### src/hdl/ppi_kcp_pkg.sv
// Shared types and constants for the keyboard/cassette parallel port block.
// No dependencies; used by ppi_kcp_keys, ppi_kcp_ctrl and the top module.
package ppi_kcp_pkg;

	// request types
	localparam logic [1:0] REQ_WRITE = 2'd0;
	localparam logic [1:0] REQ_READ  = 2'd1;
	localparam logic [1:0] REQ_LOAD  = 2'd2;

	// port addresses
	localparam logic [1:0] PORT_A    = 2'd0;
	localparam logic [1:0] PORT_B    = 2'd1;
	localparam logic [1:0] PORT_C    = 2'd2;
	localparam logic [1:0] PORT_CTRL = 2'd3;

	// configuration register indexes
	localparam logic CFG_MODEL    = 1'b0;
	localparam logic CFG_PRESCALE = 1'b1;

	localparam logic [7:0] PRESCALE_RST = 8'd50;
	localparam logic [7:0] CTRL_RD_VAL  = 8'hC7;
	localparam logic [7:0] KEYS_NONE    = 8'hFF;
	localparam logic [7:0] SHIFT_CODE_A = 8'hFE;
	localparam logic [7:0] SHIFT_CODE_K = 8'hDF;
	localparam logic [7:0] CTRL_CODE_A  = 8'h7F;

	// keyboard rows with special handling
	localparam int K_SHIFT_ROW = 8;
	localparam int K_AUX_ROW   = 9;
	localparam int A_SHIFT_ROW = 0;

	// port C bit select codes for set/reset control words
	localparam logic [2:0] PC_GATE  = 3'd0;
	localparam logic [2:0] PC_TAPE  = 3'd1;
	localparam logic [2:0] PC_SENSE = 3'd3;

	typedef struct packed {
		logic [1:0] req_type;
		logic [1:0] port_sel;
		logic [7:0] write_data;
		logic [3:0] key_row;
		logic [7:0] key_bits;
		logic       tape_in;
		logic       vblank_in;
	} item_t;

	typedef struct packed {
		logic       load;     // commit a row load
		logic       kbd_read; // commit a port B read (may clear a shift row)
		logic [3:0] row;
		logic [7:0] bits;
		logic [3:0] strobe;
		logic       model;
	} key_cmd_t;

	typedef struct packed {
		logic [7:0] port_a;
		logic [3:0] port_c_low;
		logic       motor;
		logic       blink_msb;
	} ctrl_stat_t;

	typedef struct packed {
		logic tape_valid;
		logic tape_bit;
		logic gate_next;
		logic motor_next;
	} ctrl_res_t;

endpackage

### src/hdl/ppi_kcp_keys.sv
// Keyboard row store: row loads, strobed row read with shift suppression.
// Depends on ppi_kcp_pkg.
module ppi_kcp_keys #(
	parameter int KEY_ROWS = 10
) (
	input  logic                 clk,
	input  logic                 arst_n,
	input  ppi_kcp_pkg::key_cmd_t cmd,
	output logic [7:0]           kbd_data
);
	localparam int ROW_W = $clog2(KEY_ROWS);

	logic [7:0] rows_q [KEY_ROWS];
	logic       strobe_ok, load_ok, sh_k, sh_a;
	logic       clr_k, clr_a;
	logic [7:0] raw;

	assign strobe_ok = {1'b0, cmd.strobe} < 5'(KEY_ROWS);
	assign load_ok   = {1'b0, cmd.row} < 5'(KEY_ROWS);
	assign raw       = rows_q[cmd.strobe[ROW_W-1:0]];

	assign sh_k = (rows_q[ROW_W'(ppi_kcp_pkg::K_SHIFT_ROW)] == ppi_kcp_pkg::SHIFT_CODE_A) ||
		(rows_q[ROW_W'(ppi_kcp_pkg::K_SHIFT_ROW)] == ppi_kcp_pkg::SHIFT_CODE_K);
	assign sh_a = (rows_q[ROW_W'(ppi_kcp_pkg::A_SHIFT_ROW)] == ppi_kcp_pkg::SHIFT_CODE_A) ||
		(rows_q[ROW_W'(ppi_kcp_pkg::A_SHIFT_ROW)] == ppi_kcp_pkg::CTRL_CODE_A);

	always_comb begin
		kbd_data = raw;
		clr_k    = 1'b0;
		clr_a    = 1'b0;
		if (!strobe_ok) begin
			kbd_data = ppi_kcp_pkg::KEYS_NONE;
		end else if (!cmd.model) begin
			if (cmd.strobe < 4'(ppi_kcp_pkg::K_SHIFT_ROW)) begin
				if (sh_k) kbd_data = ppi_kcp_pkg::KEYS_NONE;
			end else if (cmd.strobe == 4'(ppi_kcp_pkg::K_SHIFT_ROW)) begin
				// lone shift is consumed once read, unless row 9 has a key down
				clr_k = sh_k &&
					(rows_q[ROW_W'(ppi_kcp_pkg::K_AUX_ROW)] == ppi_kcp_pkg::KEYS_NONE);
			end
		end else begin
			if (cmd.strobe != 4'(ppi_kcp_pkg::A_SHIFT_ROW)) begin
				if (sh_a) kbd_data = ppi_kcp_pkg::KEYS_NONE;
			end else begin
				clr_a = sh_a;
			end
		end
	end

	always_ff @(posedge clk or negedge arst_n) begin
		if (!arst_n) begin
			for (int i = 0; i < KEY_ROWS; i++) rows_q[i] <= ppi_kcp_pkg::KEYS_NONE;
		end else begin
			if (cmd.load && load_ok) begin
				rows_q[cmd.row[ROW_W-1:0]] <= cmd.bits;
			end
			if (cmd.kbd_read && clr_k) begin
				rows_q[ROW_W'(ppi_kcp_pkg::K_SHIFT_ROW)] <= ppi_kcp_pkg::KEYS_NONE;
			end
			if (cmd.kbd_read && clr_a) begin
				rows_q[ROW_W'(ppi_kcp_pkg::A_SHIFT_ROW)] <= ppi_kcp_pkg::KEYS_NONE;
			end
		end
	end

endmodule

### src/hdl/ppi_kcp_ctrl.sv
// Port A/C registers, cursor-blink prescaler, cassette and gate flags.
// Depends on ppi_kcp_pkg.
module ppi_kcp_ctrl (
	input  logic                    clk,
	input  logic                    arst_n,
	input  logic                    commit,
	input  ppi_kcp_pkg::item_t      item,
	input  logic [7:0]              prescale,
	output ppi_kcp_pkg::ctrl_stat_t stat,
	output ppi_kcp_pkg::ctrl_res_t  res
);
	logic [7:0] port_a_q, pre_q, blink_q;
	logic [3:0] pcl_q;
	logic       motor_q, sense_q, gate_q;

	logic [7:0] port_a_d, pre_d, blink_d, pre_inc;
	logic [3:0] pcl_d;
	logic       motor_d, sense_d, gate_d;
	logic       v;
	logic [2:0] bsel;

	assign v       = item.write_data[0];
	assign bsel    = item.write_data[3:1];
	assign pre_inc = pre_q + 8'd1;

	always_comb begin
		port_a_d       = port_a_q;
		pre_d          = pre_q;
		blink_d        = blink_q;
		pcl_d          = pcl_q;
		motor_d        = motor_q;
		sense_d        = sense_q;
		gate_d         = gate_q;
		res.tape_valid = 1'b0;
		res.tape_bit   = 1'b0;
		if (item.req_type == ppi_kcp_pkg::REQ_WRITE) begin
			case (item.port_sel)
				ppi_kcp_pkg::PORT_A: begin
					port_a_d = item.write_data;
					if (item.write_data[7]) begin
						if (pre_inc > prescale) begin
							pre_d   = '0;
							blink_d = blink_q + 8'd1;
						end else begin
							pre_d = pre_inc;
						end
					end
				end
				ppi_kcp_pkg::PORT_C: pcl_d = item.write_data[3:0];
				ppi_kcp_pkg::PORT_CTRL: begin
					// bit 7 clear: single-bit set/reset; mode words are dropped
					if (!item.write_data[7]) begin
						if (!bsel[2]) pcl_d[bsel[1:0]] = v;
						if (bsel == ppi_kcp_pkg::PC_GATE) begin
							gate_d = ~v;
						end else if (bsel == ppi_kcp_pkg::PC_TAPE) begin
							if (sense_q && motor_q) begin
								res.tape_valid = 1'b1;
								res.tape_bit   = v;
							end
						end else if (bsel == ppi_kcp_pkg::PC_SENSE && v) begin
							sense_d = ~sense_q;
							motor_d = ~motor_q;
						end
					end
				end
				default: ;
			endcase
		end
		res.gate_next  = gate_d;
		res.motor_next = motor_d;
	end

	assign stat.port_a     = port_a_q;
	assign stat.port_c_low = pcl_q;
	assign stat.motor      = motor_q;
	assign stat.blink_msb  = blink_q[7];

	always_ff @(posedge clk or negedge arst_n) begin
		if (!arst_n) begin
			port_a_q <= '0;
			pre_q    <= '0;
			blink_q  <= '0;
			pcl_q    <= '0;
			motor_q  <= 1'b1;
			sense_q  <= 1'b1;
			gate_q   <= 1'b0;
		end else if (commit) begin
			port_a_q <= port_a_d;
			pre_q    <= pre_d;
			blink_q  <= blink_d;
			pcl_q    <= pcl_d;
			motor_q  <= motor_d;
			sense_q  <= sense_d;
			gate_q   <= gate_d;
		end
	end

endmodule

### src/hdl/ppi_keyboard_cassette_port_top.sv
// Top level of the keyboard/cassette parallel port block.
// Depends on ppi_kcp_pkg, ppi_kcp_ctrl, ppi_kcp_keys.
//
//  channel | handshake            | payload
//  --------+----------------------+--------------------------------------------
//  in      | in_valid / in_stall  | req_type port_sel write_data key_row
//          |                      | key_bits tape_in vblank_in
//  out     | out_valid / out_stall| read_data tape_write_valid tape_write_bit
//          |                      | screen_blank motor_on
//  cfg     | cfg_valid / cfg_ready| cfg_index cfg_data (ready is always high)
//
// One word per cycle sustained while out_stall is low. A word waits in the
// input register until the output register can take it, and its result is
// then registered there; the port/key logic lies between those two registers.
// While the output is stalled the input register holds one more word, then
// in_stall rises. Reset is asynchronous and leaves the key store all 0xFF.
module ppi_keyboard_cassette_port_top #(
	parameter int KEY_ROWS = 10
) (
	input  logic       clk,
	input  logic       arst_n,
	input  logic       in_valid,
	output logic       in_stall,
	input  logic [1:0] req_type,
	input  logic [1:0] port_sel,
	input  logic [7:0] write_data,
	input  logic [3:0] key_row,
	input  logic [7:0] key_bits,
	input  logic       tape_in,
	input  logic       vblank_in,
	output logic       out_valid,
	input  logic       out_stall,
	output logic [7:0] read_data,
	output logic       tape_write_valid,
	output logic       tape_write_bit,
	output logic       screen_blank,
	output logic       motor_on,
	input  logic       cfg_valid,
	output logic       cfg_ready,
	input  logic       cfg_index,
	input  logic [7:0] cfg_data
);
	logic                    model_q;
	logic [7:0]              prescale_q;
	logic                    valid_s1, out_valid_q;
	ppi_kcp_pkg::item_t      item_s1;
	logic                    adv, commit, accept;
	ppi_kcp_pkg::ctrl_stat_t stat;
	ppi_kcp_pkg::ctrl_res_t  res;
	ppi_kcp_pkg::key_cmd_t   kcmd;
	logic [7:0]              kbd_data, rd;

	assign cfg_ready = 1'b1;

	always_ff @(posedge clk or negedge arst_n) begin
		if (!arst_n) begin
			model_q    <= 1'b0;
			prescale_q <= ppi_kcp_pkg::PRESCALE_RST;
		end else if (cfg_valid) begin
			case (cfg_index)
				ppi_kcp_pkg::CFG_MODEL:    model_q    <= cfg_data[0];
				ppi_kcp_pkg::CFG_PRESCALE: prescale_q <= cfg_data;
				default: ;
			endcase
		end
	end

	// output register free or being drained this cycle
	assign adv      = !out_valid_q || !out_stall;
	assign commit   = valid_s1 && adv;
	assign in_stall = valid_s1 && !adv;
	assign accept   = in_valid && !in_stall;

	always_ff @(posedge clk or negedge arst_n) begin
		if (!arst_n) begin
			valid_s1 <= 1'b0;
		end else if (accept) begin
			valid_s1 <= 1'b1;
		end else if (commit) begin
			valid_s1 <= 1'b0;
		end
	end

	always_ff @(posedge clk) begin
		if (accept) begin
			item_s1 <= '{req_type, port_sel, write_data, key_row, key_bits,
				tape_in, vblank_in};
		end
	end

	ppi_kcp_ctrl u_ctrl (
		.clk      (clk),
		.arst_n   (arst_n),
		.commit   (commit),
		.item     (item_s1),
		.prescale (prescale_q),
		.stat     (stat),
		.res      (res)
	);

	assign kcmd.load     = commit && (item_s1.req_type == ppi_kcp_pkg::REQ_LOAD);
	assign kcmd.kbd_read = commit && (item_s1.req_type == ppi_kcp_pkg::REQ_READ) &&
		(item_s1.port_sel == ppi_kcp_pkg::PORT_B);
	assign kcmd.row      = item_s1.key_row;
	assign kcmd.bits     = item_s1.key_bits;
	assign kcmd.strobe   = stat.port_a[3:0];
	assign kcmd.model    = model_q;

	ppi_kcp_keys #(
		.KEY_ROWS (KEY_ROWS)
	) u_keys (
		.clk      (clk),
		.arst_n   (arst_n),
		.cmd      (kcmd),
		.kbd_data (kbd_data)
	);

	always_comb begin
		rd = '0;
		if (item_s1.req_type == ppi_kcp_pkg::REQ_READ) begin
			case (item_s1.port_sel)
				ppi_kcp_pkg::PORT_A: rd = stat.port_a;
				ppi_kcp_pkg::PORT_B: rd = kbd_data;
				ppi_kcp_pkg::PORT_C: rd = {item_s1.vblank_in, stat.blink_msb,
					item_s1.tape_in, stat.motor, stat.port_c_low};
				default:             rd = ppi_kcp_pkg::CTRL_RD_VAL;
			endcase
		end
	end

	always_ff @(posedge clk or negedge arst_n) begin
		if (!arst_n) begin
			out_valid_q <= 1'b0;
		end else if (commit) begin
			out_valid_q <= 1'b1;
		end else if (!out_stall) begin
			out_valid_q <= 1'b0;
		end
	end

	always_ff @(posedge clk) begin
		if (commit) begin
			read_data        <= rd;
			tape_write_valid <= res.tape_valid;
			tape_write_bit   <= res.tape_bit;
			screen_blank     <= res.gate_next;
			motor_on         <= res.motor_next;
		end
	end

	assign out_valid = out_valid_q;

endmodule

### config.mk
export PLATFORM = sky130hd
export DESIGN_NAME = ppi_keyboard_cassette_port_top
export DESIGN_NICKNAME = d
export VERILOG_FILES = /design/src/hdl/ppi_kcp_pkg.sv /design/src/hdl/ppi_kcp_keys.sv /design/src/hdl/ppi_kcp_ctrl.sv /design/src/hdl/ppi_keyboard_cassette_port_top.sv
export SDC_FILE = /design/constraint.sdc
export NUM_CORES = 1
export LEC_CHECK = 0
export BUFFER_PORTS_ARGS = -buffer_cell sky130_fd_sc_hd__buf_2
export CAP_MARGIN = 25
export CELL_PAD_IN_SITES_DETAIL_PLACEMENT = 0
export CELL_PAD_IN_SITES_GLOBAL_PLACEMENT = 1
export CORE_UTILIZATION = 40
export DETAILED_ROUTE_END_ITERATION = 10
export PLACE_DENSITY_LB_ADDON = 0.1
export SETUP_SLACK_MARGIN = 0.02
export SLEW_MARGIN = 20
export SYNTH_ARGS = -nofsm -noshare
export SYNTH_HDL_FRONTEND = slang
export SYNTH_SLANG_ARGS = --single-unit
### constraint.sdc
create_clock -name clk -period 2.53 [get_ports clk]
set_input_delay 0.3795 -clock clk [delete_from_list [all_inputs] [get_ports clk]]
set_output_delay 0.3795 -clock clk [all_outputs]
set_load 0.02 [all_outputs]
Word-level counts from Yosys, hierarchy flattened --
Cells that the tools add are included. Widths: inputs -> output; s select.
Word-level totals: logic and storage cells 139, input bits 40, output and inout port bits 15, register bits 160
Cells by class: bitwise gates (word level) 12, equal/unequal tests 12, mux-type cells 38, reduce and logical (&&, ||, !) cells 34, $lt $le $gt $ge 8, $add $sub $neg 2
Operators with widths (count):
- $bwmux 80 | 1
- $mux 80 | 1
- $mux 8 | 9
- $bmux 8 s4 | 1
- $demux 8 s4 | 1
- $pmux 8 s3 | 1
- $mux 1 | 18
- $add 8x1->8 const B | 2
- $logic_and 1x1->1 | 12
- $ge 5x5->1 const B | 2
- $not 1->1 | 10
- $not 4->5 | 2
- $reduce_and 5->1 | 2
- $eq 8x7->1 const B | 1
- $eq 8x8->1 const B | 1
- $gt 8x8->1 | 1
- $lt 4x4->1 const B | 2
- $mux 4 | 2
- $pmux 4 s2 | 1
- $reduce_and 7->1 | 1
- $eq 2x2->1 const B | 3
- $reduce_bool 2->1 | 3
- $reduce_or 6->1 | 1
- $lt 5x1->1 const B | 1
- other kinds (19) | 27

Longest topological paths before layout --
Gate-level depths: netlist (run 1).
depth after elaboration 9, depth in mapped cells 11, mapped depth without buffers 11

Cells and area by module --
From an unflattened synthesis (run 1), not the netlist that was laid out.
Unflattened totals: cells, all modules 597, area total of the unflattened synthesis 7601.0 um^2
Modules (own cells, without submodules):
- ppi_kcp_keys | area each 3998.8 um^2, instances 1, cells each 307, seq. area each 2102.0 um^2
- ppi_keyboard_cassette_port_top | area each 1841.8 um^2, instances 1, cells each 106, seq. area each 1420.1 um^2
- ppi_kcp_ctrl | area each 1760.4 um^2, instances 1, cells each 184, seq. area each 778.2 um^2

Worst setup path after synthesis (run 1) --
OpenSTA, ideal clock, no wires.
path type register to register, start point register u_ctrl.pre_q[0], end point register u_ctrl.blink_q[1], path slack 0.016 ns, buffers on the path 0, cell stages (with the launch flop) 10, setup time 0.125 ns, arrival time 2.389 ns, data required time 2.405 ns, period minus slack after synthesis 2.514 ns, cells stage by stage dfrtp_1 and3_1 and3_1 and3_1 xor2_1 ha_1 nand4_1 a21o_1 a211oi_4 mux2_2
Between the ends: cells in the longest elaborated chain, start to end 3
RTL lines:
- start, declared | RTL line ppi_kcp_ctrl.sv:12 | logic [7:0] port_a_q, pre_q, blink_q;
- start signal, assigned | RTL line ppi_kcp_ctrl.sv:90 | pre_q <= pre_d;
- $add 8x1->8 | RTL line ppi_kcp_ctrl.sv:24 | assign pre_inc = pre_q + 8'd1;
- $gt 8x8->1 | RTL line ppi_kcp_ctrl.sv:41 | if (pre_inc > prescale) begin
- $reduce_and 5->1 (no line)
- end signal, assigned | RTL line ppi_kcp_ctrl.sv:91 | blink_q <= blink_d;
- end, declared | RTL line ppi_kcp_ctrl.sv:12
No other way between the ends. A chain may end at the register's enable or synchronous reset.

Worst setup path in the final report (run 1) --
start point register u_ctrl.pre_q[4], end point register u_ctrl.blink_q[5]
The elaborated chain is that of the path after synthesis.

==> metrics.md, run 1 <==
| Metric | Value |
|---|---|
| Fin area | 8830 um2 |
| Routed WL per cell | 17.7 um |
| Clock slew at reported path FFs | 0.07 ns |
| Final global-route overflow total | 0 |
| Cell area after synthesis | 7520 um2 |
| Post-route ant nets | 0 |
| Worst-path fanout max | 6 |
| N_diodes | 0 |
| Top-area cell type share of the netlist area | 0.297 |
| Synth Flop Type | dfstp_2 |
| Netlist cell types | 57 |
| Relative slew slack | 0.571 |
| Setup Viol. Count Final | 0 |
| Pre-Repair DR Iteration Count | 9 |
| Worst Tran Pin Value | 0.639 ns |
| Synth area leaders | dfstp_2 30%, edfxtp_1 15%, mux2_2 14% |
| Final Hold Vio Count | 0 |
| Worst Hold Path Cells | 1 |
| DRC | 3 |
| Port Buffers | 53 |
| CTS H-Tree Depth | 4 |
| Clock Latency Late Sink | 0.43 ns |
| CP required | 2.83 ns |
| CP Class | reg -> reg |
| Yosys warnings | 0 |
| DP HPWL | 10600 um |
| CTS Sinks | 160 |
| Static leakage | 3.64 nW |
| Max IR drop VDD | 0.000471 V |
| Hold Path End | item_s1[10] |
| Final non-filler cell total | 853 |
| Pin count of the biggest net entering global routing | 41 |
| Nets | 661 |
| Ys async rst share | 0.763 |
| RR Endpoint | u_ctrl.blink_q[5] |
| Commonest non-fill, non-tap cell in the layout | mux2_2 |
| Data arrival, critical path | 2.82 ns |
| Root Buffer | clkbuf_16 |
| Area Growth Syn to Fin | 17.4% |
| Vias in the first global route | 4771 |
| All-Layer GR Usage | 0.171 |
| Dpl cells | 815 |
| Failing checks | design-rule violations |
| Most frequent cells in the layout | 96 x mux2_2, 85 x dfstp_2, 52 x buf_2 |
| Reg2Reg Launch Point | u_ctrl.pre_q[4] |
| Die Footprint | 19400 um2 |
| Final wirelength | 15100 um |
| Crit. Startpoint | u_ctrl.pre_q[4] |
| Initial DRC Count | 172 |
| CP endpoint kind | flip-flop |
| Seq cells post-synth | 160 |
| First-pass GRT wire length | 25400 um |
| R2R Setup Slk | 0.01 ns |
| TritonCTS Buffers | 17 |
| Fraction of layout cells with a size suffix above 1 | 0.540 |
| R2R cell count | 11 |
| FP Rows | 49 |
| Hold slack | 0.120 ns |
| Mean Syn Cell Area | 14.1 um2 |
| Vias/cell | 5.17 |
| Die Span Y | 139 um |
| Pwr Density | 755 nW/um2 |
| Final period util | 0.995 |
| Post-synth EDFFs | 38 |
| Worst Hold Launch | key_row[0] |
| Achievable Freq | 397 MHz |
| I/O pin count | 55 |
| Seq/Total Area, Yosys | 0.572 |
| Crit path launch type | flip-flop |
| Min-Delay Path Class | in -> reg |
| Syn nets | 584 |
| Initial Utilization | 0.413 |
| Via count | 4409 |
| Routability cong. | 0.812 |
| Cell accounting for the most synthesized area | dfstp_2 |
| Initial antenna violation count | 0 |
| Clock tree buffer depth | 2 |
| Std-Cell Core Area | 18200 um2 |
| Min Tclk post-route | 2.52 ns |
| Slew Viols, Final | 0 |
| Placed Instance Area | 8150 um2 |
| Post-synthesis cell count | 534 |
| CTS tree | built |
| Unrepaired setup endpoints after global routing | yes |
| Fin Clk Skew | 0.00956 ns |
| Outcome | complete, but fails checks |
| Die width | 139 um |
| Number of max-cap violations | 0 |
## state kept, by name, indices dropped and copies added (netlist names)
name	flops
prescale_q	8
out_valid	1
tape_write_valid	1
screen_blank	1
u_keys.rows_q	80
u_ctrl.blink_q	8
item_s1	26
valid_s1	1
read_data	8
u_ctrl.pre_q	8
motor_on	1
u_ctrl.gate_q	1
u_ctrl.port_a_q	8
tape_write_bit	1
u_ctrl.pcl_q	4
model_q	1
u_ctrl.motor_q	1
u_ctrl.sense_q	1
## critical path, cell delays in order, from the launching register on
cell,delay [ns]
dfrtp_1,0.39
and3_4,0.19
and3_4,0.17
and3_4,0.17
xor2_2,0.14
ha_1,0.29
nand4_1,0.12
a21o_1,0.23
a211oi_4,0.27
buf_6,0.15
nand4_1,0.12
xnor2_1,0.15
## synthesized netlist by cell type (4+ instances only)
master,count
nand2_1,34
nand4_1,9
and3_1,4
a211oi_1,5
edfxtp_1,38
inv_1,13
mux2_2,96
xor2_1,7
xnor2_1,10
nand2b_1,5
dfstp_2,85
a21oi_1,7
nor3_1,6
nor2_1,17
o21ai_0,22
buf_2,7
mux4_2,16
nand3_1,11
nor2b_1,11
ha_1,10
a221o_1,5
buf_1,7
mux2i_1,18
dfrtp_1,37
## worst max-delay path by stage
stage / endpoint / depth (start not counted)
after floorplan: u_ctrl.blink_q[1] / 9
after global placement: u_ctrl.blink_q[3] / 11
after detailed placement: u_ctrl.blink_q[5] / 11
after CTS: u_ctrl.blink_q[5] / 11
after global routing: u_ctrl.pre_q[2] / 13
final: u_ctrl.blink_q[5] / 11
## cell families (layout without fill, tap and decap cells)
logic type / count (synthesis) / in the layout / synth area share
buffers and inverters: 36 / 126 / 0.0233
DFF: 160 / 160 / 0.572
muxes: 130 / 130 / 0.216
other: 1 / 1 / 0.000499
and+or+nand+nor: 122 / 122 / 0.0983
AOI/OAI and AO/OA: 58 / 58 / 0.0539
adders and majority gates: 10 / 10 / 0.0166
xor gates and xnor gates: 17 / 17 / 0.0198
## what timing repair did
item,4_1_cts,5_1_grt
buffers inserted,2,3
resized for setup,7,5
setup endpoints to repair,5,16
hold buffers,1,0
hold endpoints to repair,26,0
pin swaps,8,9
## layer usage
metal,GRT usage,vias to the layer above,part of all wire
met1,0.220,2214,0.46
li1,-,2121,-
met5,0,-,0
met4,0.0503,0,0.0096
met3,0.0414,12,0.027
met2,0.287,62,0.50
## through the flow
stage	power [mW]	utilization	setup TNS [ns]	setup WS [ns]
after floorplan	3.88	-	0	0.0463
after global placement	4.18	0.448	0	0.0742
after detailed placement	4.21	0.448	-0.107	-0.0420
after CTS	6.75	0.482	-0.00398	-0.00398
after global routing	7.00	0.485	-0.494	-0.0850
final	6.66	0.485	0	0.0130
## where the power goes
group	internal [mW]	switching (mW)	leakage, nW	total [mW]
clock	1.38	1.12	0.277	2.50
combinational	0.489	0.483	1.64	0.971
sequential	3.02	0.173	1.73	3.19
## area by class of cell
class	count	area [um2]
clock inverter	15	150
clock buffer	17	425
sequential	160	4300
tap	229	287
timing repair buffer	81	526
fill	1612	9380
inverter	13	48.8
multi-input combinational	338	3090
No activity file was read; power rests on OpenSTA's default activity.
==> inputs of run 2 (changes only) <==
- CORE_UTILIZATION: 40 -> 37
==> metrics.md, run 2 (synthesized netlist as in run 1, its figures left out) <==
| Metric | Value |
|---|---|
| Vias in the first global route | 4663 |
| N_diodes | 0 |
| Port Buffers | 53 |
| Min-Delay Path Class | in -> reg |
| Initial antenna violation count | 0 |
| Initial Utilization | 0.381 |
| Outcome | finished, final reports clean |
| Post-Place Setup Slack | -0.0256 ns |
| Most flops, register | u_keys.rows_q |
| Die Span Y | 145 um |
| All-Layer GR Usage | 0.160 |
| Top Metal Used | met4 |
| Final Hold Vio Count | 0 |
| Most frequent cells in the layout | 96 x mux2_2, 85 x dfstp_2, 52 x buf_2 |
| Crit. Startpoint | u_ctrl.pre_q[4] |
| Routed WL per cell | 17.1 um |
| Final wirelength | 15200 um |
| Hold slack | 0.123 ns |
| Final period util | 0.983 |
| Setup WS post-layout | 0.0426 ns |
| CTS Sinks | 160 |
| Setup Viol. Count Final | 0 |
| Root Buffer | clkbuf_16 |
| Number of max-cap violations | 0 |
| Min Tclk post-route | 2.49 ns |
| Worst Hold Launch | key_row[3] |
| Fin area | 8880 um2 |
| Register area | 4300 um2 |
| CP endpoint kind | flip-flop |
| I/O pin count | 55 |
| Die Footprint | 20900 um2 |
| Pre-Repair DR Iteration Count | 5 |
| Reg2Reg Launch Point | u_ctrl.pre_q[4] |
| Met1 Wirelength | 7130 um |
| TritonCTS Buffers | 17 |
| CTS H-Tree Depth | 4 |
| First-pass GRT wire length | 24900 um |
| Die width | 145 um |
| Clock Latency Late Sink | 0.43 ns |
| Final core utilization | 0.450 |
| Fraction of layout cells with a size suffix above 1 | 0.543 |
| Via count | 4446 |
| Crit path launch type | flip-flop |
| Fin Clk Skew | 0.00765 ns |
| Clock slew at reported path FFs | 0.07 ns |
| Max IR drop VDD | 0.000412 V |
| Pwr Density | 742 nW/um2 |
| Routability cong. | 0.773 |
| DRC | 0 |
| Clock tree buffer depth | 2 |
| CP Class | reg -> reg |
| Post-route ant nets | 0 |
| Fill cells | 1774 |
| CP required | 2.84 ns |
| FP Rows | 51 |
| CTS tree | built |
| Metal2 WL | 7470 um |
| Area Growth Syn to Fin | 18.1% |
| Relative slew slack | 0.581 |
| Worst-path fanout max | 5 |
| Placed Instance Area | 8230 um2 |
| Unrepaired setup endpoints after global routing | yes |
| Max FFs per register | 80 |
| Static leakage | 3.66 nW |
| Nets | 663 |
| Achievable Freq | 402 MHz |
| Pin count of the biggest net entering global routing | 43 |
| Final global-route overflow total | 0 |
| Slew Viols, Final | 0 |
| Multi-input logic area | 3100 um2 |
| Worst Tran Pin Value | 0.629 ns |
| Vias/cell | 4.99 |
| Commonest non-fill, non-tap cell in the layout | mux2_2 |
| Total power | 6.59 mW |
| Data arrival, critical path | 2.80 ns |
| Initial DRC Count | 143 |
| DP HPWL | 11100 um |
| Std-Cell Core Area | 19700 um2 |
| Met3 routed wirelength | 438 um |
| Largest regs | u_keys.rows_q x80, item_s1 x26 |
==> run 2: changes by cell type in the layout (fill, tap and decap cells not counted), sizes merged <==
| cell | change |
|---|---|
| clkbuf | +3 |
| inv | -3 |
| clkinv | +1 |
| buf | +2 |
| bufinv | -1 |
==> run 2: metal layers <==
layer,global-route usage,vias to the layer above
li1,-,2118
met1,0.213,2258
met2,0.259,51
met3,0.0377,19
met4,0.0482,0
met5,0,-
==> run 2: layout make-up <==
type | instances | share of cell area
clock buffer | 20 | 0.0516
clock inverter | 12 | 0.0114
inverter | 13 | 0.00549
multi-input combinational | 338 | 0.350
sequential | 160 | 0.484
tap | 265 | 0.0373
timing repair buffer | 83 | 0.0604
==> run 2: critical path: stages (launching register included) <==
cell      delay (ns)
dfrtp_1         0.38
and3_4          0.18
and3_4          0.17
and3_4          0.18
xor2_2          0.14
ha_1            0.29
nand4_1         0.10
a21o_1          0.22
a211oi_4        0.27
buf_6           0.15
nand4_1         0.13
xnor2_1         0.16
==> run 2: path summary, 6_finish.rpt <==
check	to	slack (ns)	depth (start not counted)
setup / recovery	u_ctrl.blink_q[5]	0.04	11
hold / removal	item_s1[13]	0.12	1
setup reg to reg	u_ctrl.blink_q[5]	0.04	11
hold reg to reg	u_ctrl.port_a_q[5]	0.48	1
max in group asynchronous	u_keys.rows_q[63]	1.29	3
min in group asynchronous	prescale_q[3]	0.52	2
==> run 2: repair_timing <==
| item | 4_1_cts | 5_1_grt |
|---|---|---|
| buffers inserted | 1 | 2 |
| setup endpoints to repair | 4 | 11 |
| hold endpoints to repair | 18 | 0 |
| hold buffers | 1 | 0 |
| gates resized for setup | 8 | 8 |
| pin swaps | 6 | 6 |
==> run 2: through the flow <==
step,setup TNS (ns),cells
after floorplan,0,534
after global placement,0,855
after detailed placement,-0.0256,855
after CTS,0,889
after global routing,-0.327,891
final,0,891
==> run 2: power by group <==
part	total [mW]	switching [mW]	leakage [nW]	internal, mW
Sequential	3.20	0.183	1.73	3.02
Clock	2.42	1.09	0.269	1.33
Combinational	0.974	0.478	1.66	0.496
Total	6.59	1.75	3.66	4.85
